--- src/rtl/dad_pkg.sv ---
package dad_pkg;

  // Field widths of one transaction
  localparam int unsigned DAY_W    = 5;
  localparam int unsigned MONTH_W  = 4;
  localparam int unsigned YEAR_W   = 12;
  localparam int unsigned COUNT_W  = 16;
  localparam int unsigned STATUS_W = 2;

  // Packed stream widths, padded to whole bytes
  localparam int unsigned IN_DATA_W  = 40;
  localparam int unsigned OUT_DATA_W = 24;

  // Configuration port
  localparam int unsigned CFG_IDX_W  = 2;
  localparam int unsigned CFG_DATA_W = 12;
  localparam logic [CFG_IDX_W-1:0] CFG_MIN_YEAR = 2'd0;
  localparam logic [CFG_IDX_W-1:0] CFG_MAX_YEAR = 2'd1;

  localparam logic [YEAR_W-1:0] MIN_YEAR_RST = 12'd1920;
  localparam logic [YEAR_W-1:0] MAX_YEAR_RST = 12'd2029;

  // Calendar constants
  localparam logic [MONTH_W-1:0] FIRST_MONTH = 4'd1;
  localparam logic [MONTH_W-1:0] LAST_MONTH  = 4'd12;
  localparam logic [DAY_W-1:0]   FIRST_DAY   = 5'd1;

  // Result status codes
  localparam logic [STATUS_W-1:0] ST_OK        = 2'd0;
  localparam logic [STATUS_W-1:0] ST_BAD_YEAR  = 2'd1;
  localparam logic [STATUS_W-1:0] ST_BAD_MONTH = 2'd2;
  localparam logic [STATUS_W-1:0] ST_BAD_DAY   = 2'd3;

  // Control from the top level into the month walker
  typedef struct packed {
    logic start;  // load a new transaction
    logic take;   // finished result moved to the output register
  } dad_ctl_t;

  // Status from the month walker
  typedef struct packed {
    logic idle;   // ready for a new transaction
    logic done;   // result valid, waiting to be taken
  } dad_sts_t;

  // Month length, no leap years; zero for codes that are no month
  function automatic logic [DAY_W-1:0] month_len(input logic [MONTH_W-1:0] month);
    logic [DAY_W-1:0] len;
    case (month)
      4'd1, 4'd3, 4'd5, 4'd7, 4'd8, 4'd10, 4'd12: len = 5'd31;
      4'd4, 4'd6, 4'd9, 4'd11:                    len = 5'd30;
      4'd2:                                       len = 5'd28;
      default:                                    len = 5'd0;
    endcase
    return len;
  endfunction

endpackage

--- src/rtl/dad_walk.sv ---
module dad_walk #(
  parameter int COUNT_BITS = 16
) (
  input  logic                           clk,
  input  logic                           rst_n,
  input  dad_pkg::dad_ctl_t              ctl,
  output dad_pkg::dad_sts_t              sts,
  input  logic [dad_pkg::DAY_W-1:0]      ld_day,
  input  logic [dad_pkg::MONTH_W-1:0]    ld_month,
  input  logic [dad_pkg::YEAR_W-1:0]     ld_year,
  input  logic [COUNT_BITS-1:0]          ld_count,
  input  logic [dad_pkg::STATUS_W-1:0]   ld_status,
  output logic [dad_pkg::DAY_W-1:0]      res_day,
  output logic [dad_pkg::MONTH_W-1:0]    res_month,
  output logic [dad_pkg::YEAR_W-1:0]     res_year,
  output logic [dad_pkg::STATUS_W-1:0]   res_status
);

  localparam logic [1:0] S_IDLE = 2'd0;
  localparam logic [1:0] S_RUN  = 2'd1;
  localparam logic [1:0] S_DONE = 2'd2;

  logic [1:0]                     state_r, state_nxt;
  logic [dad_pkg::DAY_W-1:0]      day_r, day_nxt;
  logic [dad_pkg::MONTH_W-1:0]    month_r, month_nxt;
  logic [dad_pkg::YEAR_W-1:0]     year_r, year_nxt;
  logic [COUNT_BITS-1:0]          left_r, left_nxt;
  logic [dad_pkg::STATUS_W-1:0]   status_r, status_nxt;

  logic [dad_pkg::DAY_W-1:0]      rest;
  logic [COUNT_BITS-1:0]          rest_ext;
  logic                           fits;

  // Days left in the current month after the current day
  assign rest     = dad_pkg::month_len(month_r) - day_r;
  assign rest_ext = {{(COUNT_BITS - dad_pkg::DAY_W){1'b0}}, rest};
  assign fits     = (left_r <= rest_ext);

  // Sequencer: load, step one month per cycle, hold the result
  always_comb begin
    state_nxt  = state_r;
    day_nxt    = day_r;
    month_nxt  = month_r;
    year_nxt   = year_r;
    left_nxt   = left_r;
    status_nxt = status_r;
    unique case (state_r)
      S_IDLE: begin
        if (ctl.start) begin
          status_nxt = ld_status;
          left_nxt   = ld_count;
          if (ld_status == dad_pkg::ST_OK) begin
            day_nxt   = ld_day;
            month_nxt = ld_month;
            year_nxt  = ld_year;
            state_nxt = S_RUN;
          end else begin
            day_nxt   = '0;
            month_nxt = '0;
            year_nxt  = '0;
            state_nxt = S_DONE;
          end
        end
      end
      S_RUN: begin
        if (fits) begin
          day_nxt   = day_r + left_r[dad_pkg::DAY_W-1:0];
          state_nxt = S_DONE;
        end else begin
          left_nxt = left_r - rest_ext - {{(COUNT_BITS-1){1'b0}}, 1'b1};
          day_nxt  = dad_pkg::FIRST_DAY;
          if (month_r == dad_pkg::LAST_MONTH) begin
            month_nxt = dad_pkg::FIRST_MONTH;
            year_nxt  = year_r + {{(dad_pkg::YEAR_W-1){1'b0}}, 1'b1};
          end else begin
            month_nxt = month_r + {{(dad_pkg::MONTH_W-1){1'b0}}, 1'b1};
          end
        end
      end
      S_DONE: begin
        if (ctl.take) begin
          state_nxt = S_IDLE;
        end
      end
      default: begin
        state_nxt = S_IDLE;
      end
    endcase
  end

  // Control state
  always_ff @(posedge clk) begin
    if (!rst_n) begin
      state_r <= S_IDLE;
    end else begin
      state_r <= state_nxt;
    end
  end

  // Working registers
  always_ff @(posedge clk) begin
    day_r    <= day_nxt;
    month_r  <= month_nxt;
    year_r   <= year_nxt;
    left_r   <= left_nxt;
    status_r <= status_nxt;
  end

  assign sts.idle   = (state_r == S_IDLE);
  assign sts.done   = (state_r == S_DONE);
  assign res_day    = day_r;
  assign res_month  = month_r;
  assign res_year   = year_r;
  assign res_status = status_r;

endmodule

--- src/rtl/date_add_days_unit.sv ---
// Channel   Direction  Ports                        Contents
// in_       slave      tvalid, tready, tdata[39:0]  start date and day count
// out_      master     tvalid, tready, tdata[23:0]  end date and status
// cfg_      write      wr_en, index[1:0], wdata     min_year (0), max_year (1)
//
// A transaction is loaded, then the walker crosses one month boundary per step
// until the day count left fits in the current month, takes a final step and
// passes the result to the output register. The month walker steps one month
// per cycle. A bad start date skips the walk. Reset is synchronous, active low;
// it sets min_year to 1920 and max_year to 2029. While out_tready is low the
// result holds in the output register and the walker holds its next result.
module date_add_days_unit #(
  parameter int COUNT_BITS = 16
) (
  input  logic                               clk,
  input  logic                               rst_n,
  input  logic                               in_tvalid,
  output logic                               in_tready,
  // start_day [4:0], start_month [8:5], start_year [20:9], day_count [36:21]
  input  logic [dad_pkg::IN_DATA_W-1:0]      in_tdata,
  output logic                               out_tvalid,
  input  logic                               out_tready,
  // end_day [4:0], end_month [8:5], end_year [20:9], status [22:21]
  output logic [dad_pkg::OUT_DATA_W-1:0]     out_tdata,
  input  logic                               cfg_wr_en,
  input  logic [dad_pkg::CFG_IDX_W-1:0]      cfg_index,
  input  logic [dad_pkg::CFG_DATA_W-1:0]     cfg_wdata
);

  logic [dad_pkg::YEAR_W-1:0]     min_year_r;
  logic [dad_pkg::YEAR_W-1:0]     max_year_r;

  logic [dad_pkg::DAY_W-1:0]      in_day;
  logic [dad_pkg::MONTH_W-1:0]    in_month;
  logic [dad_pkg::YEAR_W-1:0]     in_year;
  logic [dad_pkg::COUNT_W-1:0]    in_count;
  logic [COUNT_BITS-1:0]          in_left;
  logic [dad_pkg::STATUS_W-1:0]   in_status;

  dad_pkg::dad_ctl_t              ctl;
  dad_pkg::dad_sts_t              sts;

  logic [dad_pkg::DAY_W-1:0]      res_day;
  logic [dad_pkg::MONTH_W-1:0]    res_month;
  logic [dad_pkg::YEAR_W-1:0]     res_year;
  logic [dad_pkg::STATUS_W-1:0]   res_status;

  logic                           out_tvalid_r;
  logic [dad_pkg::OUT_DATA_W-1:0] out_tdata_r;
  logic                           out_load;

  // Unpack the input transaction
  assign in_day   = in_tdata[4:0];
  assign in_month = in_tdata[8:5];
  assign in_year  = in_tdata[20:9];
  assign in_count = in_tdata[36:21];

  // Fit the day count to COUNT_BITS bits: zero-extend it, or keep its low bits
  generate
    if (COUNT_BITS >= dad_pkg::COUNT_W) begin : g_count_ext
      assign in_left = {{(COUNT_BITS - dad_pkg::COUNT_W){1'b0}}, in_count};
    end else begin : g_count_cut
      assign in_left = in_count[COUNT_BITS-1:0];
    end
  endgenerate

  // Check the start date: year, then month, then day
  always_comb begin
    if (in_year < min_year_r || in_year > max_year_r) begin
      in_status = dad_pkg::ST_BAD_YEAR;
    end else if (in_month < dad_pkg::FIRST_MONTH || in_month > dad_pkg::LAST_MONTH) begin
      in_status = dad_pkg::ST_BAD_MONTH;
    end else if (in_day == '0 || in_day > dad_pkg::month_len(in_month)) begin
      in_status = dad_pkg::ST_BAD_DAY;
    end else begin
      in_status = dad_pkg::ST_OK;
    end
  end

  // Configuration registers
  always_ff @(posedge clk) begin
    if (!rst_n) begin
      min_year_r <= dad_pkg::MIN_YEAR_RST;
      max_year_r <= dad_pkg::MAX_YEAR_RST;
    end else if (cfg_wr_en) begin
      if (cfg_index == dad_pkg::CFG_MIN_YEAR) begin
        min_year_r <= cfg_wdata[dad_pkg::YEAR_W-1:0];
      end else if (cfg_index == dad_pkg::CFG_MAX_YEAR) begin
        max_year_r <= cfg_wdata[dad_pkg::YEAR_W-1:0];
      end
    end
  end

  assign in_tready = sts.idle;
  assign out_load  = sts.done && (!out_tvalid_r || out_tready);
  assign ctl.start = in_tvalid && in_tready;
  assign ctl.take  = out_load;

  dad_walk #(
    .COUNT_BITS (COUNT_BITS)
  ) u_walk (
    .clk        (clk),
    .rst_n      (rst_n),
    .ctl        (ctl),
    .sts        (sts),
    .ld_day     (in_day),
    .ld_month   (in_month),
    .ld_year    (in_year),
    .ld_count   (in_left),
    .ld_status  (in_status),
    .res_day    (res_day),
    .res_month  (res_month),
    .res_year   (res_year),
    .res_status (res_status)
  );

  // Output register: load a finished result, drop valid once taken
  always_ff @(posedge clk) begin
    if (!rst_n) begin
      out_tvalid_r <= 1'b0;
    end else if (out_load) begin
      out_tvalid_r <= 1'b1;
    end else if (out_tready) begin
      out_tvalid_r <= 1'b0;
    end
  end

  always_ff @(posedge clk) begin
    if (out_load) begin
      out_tdata_r <= {1'b0, res_status, res_year, res_month, res_day};
    end
  end

  assign out_tvalid = out_tvalid_r;
  assign out_tdata  = out_tdata_r;

endmodule
--- config.mk ---
export PLATFORM = sky130hd
export DESIGN_NAME = date_add_days_unit
export DESIGN_NICKNAME = d
export VERILOG_FILES = /design/src/rtl/dad_pkg.sv /design/src/rtl/dad_walk.sv /design/src/rtl/date_add_days_unit.sv
export SDC_FILE = /design/constraint.sdc
export NUM_CORES = 1
export LEC_CHECK = 0
export BUFFER_PORTS_ARGS = -buffer_cell sky130_fd_sc_hd__buf_2
export CELL_PAD_IN_SITES_DETAIL_PLACEMENT = 1
export CELL_PAD_IN_SITES_GLOBAL_PLACEMENT = 1
export CORE_MARGIN = 10
export CORE_UTILIZATION = 40
export DETAILED_ROUTE_END_ITERATION = 6
export GPL_TIMING_DRIVEN = 0
export PLACE_DENSITY_LB_ADDON = 0.3
export SLEW_MARGIN = 20
export SYNTH_ARGS = -nofsm -noshare
export SYNTH_HDL_FRONTEND = slang
export SYNTH_SLANG_ARGS = --single-unit
--- constraint.sdc ---
create_clock -name clk -period 4.3 [get_ports clk]
set_clock_uncertainty 0.05 [all_clocks]
set_input_delay 0.86 -clock clk [delete_from_list [all_inputs] [get_ports clk]]
set_output_delay 0.86 -clock clk [all_outputs]
set_load 0.02 [all_outputs]
---- After elaboration in Yosys (flattened, before gate mapping) ----
Memory sizes are Yosys's and may differ from the RTL's. A register that Yosys moved wholly into a read port is not among the register bits.
Cells that the tools add are included.
word-level totals
  register bits ........................... 89
  memory bits (read-only) ................. 160
  output and inout port bits .............. 26
  word-level logic and storage cells ...... 84
  memories kept ........................... 2
memory list
  memory           depth  width  read ports  clocked after memory_dff  wr ports  line           source
  (no name shown)  16     5      1           0                         0         dad_pkg.sv:49  case (month)
  (no name shown)  16     5      1           1                         0         dad_pkg.sv:49
operators by class
  add/sub/neg operators ................... 6
  magnitude comparators ................... 6
  eq/ne operators ......................... 9
  multiplexer cells ....................... 30
  bitwise gates (word level) .............. 1
  reductions and logical operators ........ 20
operator list
  cell                                                                  number
  12-bit two-way mux                                                    4
  16-bit two-way mux                                                    2
  16-bit case mux with 2 select lines                                   1
  5-bit two-way mux                                                     5
  12-bit case mux with 2 select lines                                   1
  4-bit two-way mux                                                     5
  16-bit by 5-bit <= comparator with 1-bit output                       1
  16-bit by 1-bit subtractor with 16-bit output, second input constant  1
  16-bit by 5-bit subtractor with 16-bit output                         1
  2-bit two-way mux                                                     7
  12-bit by 1-bit adder with 12-bit output, second input constant       1
  12-bit > comparator                                                   1
  12-bit < comparator                                                   1
  5-bit case mux with 2 select lines                                    1
  3-bit AND reduction                                                   3
  2-bit by 1-bit != test with 1-bit output, second input constant       4
  4-bit case mux with 2 select lines                                    1
  2-bit zero test                                                       3
  2-bit case mux with 3 select lines                                    1
  2-bit AND reduction                                                   3
  5-bit adder                                                           1
  5-bit > comparator                                                    1
  5-bit zero test                                                       1
  5-bit subtractor                                                      1
  other kinds (14)                                                      21

---- Longest topological paths before layout ----
  depth in word-level cells ............... 14
  gate-level depth with buffers ........... 16
  mapped depth without buffers ............ 16

---- Modules after synthesis ----
Synthesis repeated with hierarchy kept, for this count alone.
unflattened totals
  cell total of the unflattened synthesis .. 534
  area, all modules ....................... 5337.6 um^2
modules (own cells, without submodules)
  module              times used  cells each  area an instance (um^2)
  dad_walk            1           310         3010.4
  date_add_days_unit  1           224         2327.2

---- Worst setup path before layout ----
No wires, ideal clock.
  kind .................................... register to register
  start ................................... register u_walk.day_r, in the netlist u_walk.res_day[1]
  end ..................................... register u_walk.year_r, in the netlist u_walk.res_year[0] (enable)
  library setup time ...................... 399 ps
  data arrival time ....................... 3262 ps
  path slack .............................. 589 ps
  stages on the path, launching flop included .. 13
  buffers on the path ..................... 0
  period minus slack after synthesis ...... 3711 ps
  path through ............................ edfxtp_1 inv_1 fa_1 a21o_1 a21oi_1 xnor2_1 ha_1 nand3_1 o21bai_1 nand2_1 a21bo_2 nor2_1 nor3b_1
between the ends
  cells in the longest elaborated chain, start to end .. 4
RTL lines
  what                                             line             source
  start: declaration                               dad_walk.sv:24   logic [dad_pkg::DAY_W-1:0] day_r, day_nxt;
  start signal: assignment                         dad_walk.sv:102  day_r <= day_nxt;
  5-bit subtractor                                 dad_walk.sv:35   assign rest = dad_pkg::month_len(month_r) - day_r;
  16-bit by 5-bit <= comparator with 1-bit output  dad_walk.sv:37   assign fits = (left_r <= rest_ext);
  2-bit != test (no line)                          n/a
  4-bit AND reduction (no line)                    n/a
  end signal: assignment                           dad_walk.sv:104  year_r <= year_nxt;
  end: declaration                                 dad_walk.sv:26   logic [dad_pkg::YEAR_W-1:0] year_r, year_nxt;
No other way between the ends.
A chain may end at the register's enable or synchronous reset.

==> results.json <==
{
  "antenna_found_initial": 0,
  "min_from": "u_walk.res_status[1]",
  "hp-class": "reg -> reg",
  "cts_setup_buffers": 0,
  "num_vias": 4247,
  "timing.final.ws_setup_ns": 0.396,
  "p_per_area_nw_per_um2": 438,
  "syn_nets": 636,
  "syn_to_final_growth_pct": 17.5,
  "clkLatencyLatePin_ns": 0.36,
  "status": "complete, no violations",
  "core_area_um2": 13300,
  "numCtsBuffers": 9,
  "htree_levels": 3,
  "drv_slew": 0,
  "power_w": 0.00280,
  "synth_warnings": 0,
  "cts_tree": "built",
  "clk_path_buf_depth": 2,
  "cts_resized": 0,
  "vias_per_cell": 5.30,
  "async_reset_ff_frac": 0,
  "avgSynthCellArea_um2": 10.3,
  "ys_seq_elements": 92,
  "hold_depth": 0,
  "grt_max_degree": 25,
  "synth_edf_count": 62,
  "cp_cell_sequence": "ha_1 -> inv_1 -> fa_1 -> a21o_1 -> a21oi_1 -> xnor2_1 -> ha_1 -> nand3_1 -> o21bai_1 -> a211o_1 -> nand3_4 -> o22ai_1 -> a21o_2 -> a211oi_1 -> nor2_1",
  "slew_headroom": 0.395,
  "ir_drop_mv": 0.205,
  "yosysTopAreaCell": "edfxtp_1",
  "synth_top_cell_area_share": 0.342,
  "fin_crit_sh": 0.908,
  "io_pins": 85,
  "postRouteAntennaNets": 0,
  "cpMostUsedCell": "ha_1",
  "antenna_cells": 0,
  "post-route-drc-count": 0,
  "max_freq_mhz": 256,
  "grt_pass1_vias": 4601,
  "cap_viol_max_count": 0,
  "cts.sinks": 92,
  "wire_per_inst_um": 18.3,
  "cts_root_buf": "clkbuf_16",
  "drt_wl_total_um": 14600,
  "dp_hpwl_um": 11500,
  "ctsHoldBuffers": 0,
  "whs_ns": 0.385,
  "reg2reg_setup_slack_ns": 0.40,
  "pre_cts_ws_ns": 0.428,
  "die_h_um": 137,
  "cpPeakStageDelay_ns": 0.41,
  "nFillCells": 1516,
  "worstRegToRegCells": 15,
  "drive_gt1_frac": 0.216,
  "r2r-start": "u_walk.res_day[0]",
  "synthTopCellsByArea": "edfxtp_1, dfxtp_1, ha_1",
  "synth.distinct_cells": 73,
  "setup_tns_ns": 0,
  "finalHoldViolCount": 0,
  "required_ns": 4.48,
  "worst_slew_pin_slew_ns": 0.905,
  "crit_slowest_cell": "fa_1",
  "power.leakage_nw": 2.67,
  "die_w_um": 137,
  "first_pass_iters": 4,
  "dieArea_um2": 18700,
  "portBuffers": 79,
  "grt_overflow": 0,
  "clk_pin_slew_ns": 0.07,
  "grt_setup_unrepaired": "false",
  "synth_common_cells": "nand2_1, edfxtp_1, ha_1, inv_1, dfxtp_1",
  "worstPathMaxFanout": 24,
  "ys.flop_type": "edfxtp_1",
  "cp_data_arrival_time_ns": 4.08,
  "syn-cell-area_um2": 5450,
  "rows": 42,
  "setup_viol_count_final": 0,
  "whs_endpoint": "out_tdata[22]",
  "fin_crit_ns": 3.90,
  "grt_pass1_wl_um": 23400,
  "layout.nets": 727,
  "ys_seq_area_frac": 0.452,
  "track_usage": 0.159,
  "endpoint_kind": "flip-flop",
  "drt_iter0_drc": 124,
  "start_util": 0.410,
  "yosysMostFrequentCell": "nand2_1",
  "gp_congestion": 0.873,
  "cp-start-kind": "flip-flop",
  "synth_cells": 529,
  "timing_worst_setup_path_type": "reg -> reg"
}
worst max-delay path by stage:
stage,start,to,slack (ns)
detailed placement,u_walk.res_day[0],flip-flop,0.43
global placement,u_walk.res_day[0],u_walk.res_year[7],-0.08
floorplan,u_walk.res_day[1],u_walk.res_year[0],0.59
global route,u_walk.res_day[0],flip-flop,0.08
finish,u_walk.res_day[0],flip-flop,0.40
CTS,u_walk.res_day[0],flip-flop,0.38
registers in the layout (all words and copies together), names as in the netlist, named ones only:
signal / flops
u_walk.res_status: 2
u_walk.res_year: 12
u_walk.res_month: 4
min_year_r: 12
u_walk.left_r: 16
u_walk.state_r: 2
u_walk.res_day: 5
out_tvalid: 1
out_tdata: 23
max_year_r: 12
where the power goes:
group | switching, W | internal (W)
clock network | 0.000355 | 0.000508
registers | 0.0000765 | 0.00106
logic | 0.000462 | 0.000341
total | 0.000894 | 0.00191
cell usage in the layout, fill, tap and decap left out, types with 3 or more instances in the layout:
| cell type | count |
|---|---|
| o22ai_1 | 14 |
| o21ai_1 | 4 |
| a21o_1 | 8 |
| nand2b_1 | 6 |
| a21boi_0 | 13 |
| o21ai_0 | 19 |
| a21oi_1 | 16 |
| nor4_1 | 3 |
| a31oi_1 | 3 |
| edfxtp_1 | 62 |
| fa_1 | 3 |
| nand3b_1 | 3 |
| o211ai_1 | 13 |
| o21a_1 | 5 |
| nor2_1 | 13 |
| ha_1 | 45 |
| a22o_2 | 6 |
| buf_2 | 79 |
| xor2_1 | 19 |
| nand4_1 | 4 |
| clkbuf_16 | 9 |
| nand3_1 | 14 |
| inv_1 | 42 |
| clkbuf_1 | 12 |
| dfxtp_1 | 30 |
| a211oi_1 | 4 |
| xnor2_1 | 14 |
| nor3_1 | 3 |
| nor2b_1 | 7 |
| nand2_1 | 87 |
area by class of cell:
type / instances / area [um^2] / area share
multi-input combinational: 378 / 2760 / 0.431
sequential: 92 / 2460 / 0.385
timing repair buffer: 80 / 403 / 0.0630
clock buffer: 9 / 225 / 0.0352
tap: 176 / 220 / 0.0344
inverter: 42 / 158 / 0.0246
clock inverter: 7 / 90.1 / 0.0141
buffer: 17 / 82.6 / 0.0129
metrics by stage:
step,utilization,std cells,cell area [um^2]
2_1_floorplan,-,529,5450
3_3_place_gp,0.456,784,6060
3_5_place_dp,0.458,785,6080
4_1_cts,0.481,801,6400
5_1_grt,0.481,801,6400
6_report,0.481,801,6400
routing by layer:
layer / global-route usage / share of wire
met1: 0.187 / 0.44
met2: 0.278 / 0.50
met3: 0.0370 / 0.050
met4: 0.0533 / 0.012
met5: 0 / 0
kinds of logic (layout without fill, tap and decap cells):
| logic type | after synthesis | in the layout | synth area share |
|---|---|---|---|
| AO/OA/AOI/OAI | 128 | 128 | 0.175 |
| XOR/XNOR | 33 | 33 | 0.0531 |
| adder cells (fa/ha/maj) | 48 | 48 | 0.114 |
| buffers and inverters | 59 | 155 | 0.0441 |
| flip-flops | 92 | 92 | 0.452 |
| multiplexers | 1 | 1 | 0.00413 |
| other | 1 | 1 | 0.000688 |
| AND/OR/NAND/NOR | 167 | 167 | 0.156 |
worst max-delay path: cells and delay by family (launching register included):
kind,cells,cell delay (ns)
AO/OA/AOI/OAI,7,1.61
flip-flops,1,0.40
XOR/XNOR,1,0.10
adder cells (fa/ha/maj),3,0.95
buffers and inverters,1,0.06
AND/OR/NAND/NOR,3,0.60
No activity file was read; power rests on OpenSTA's default activity.
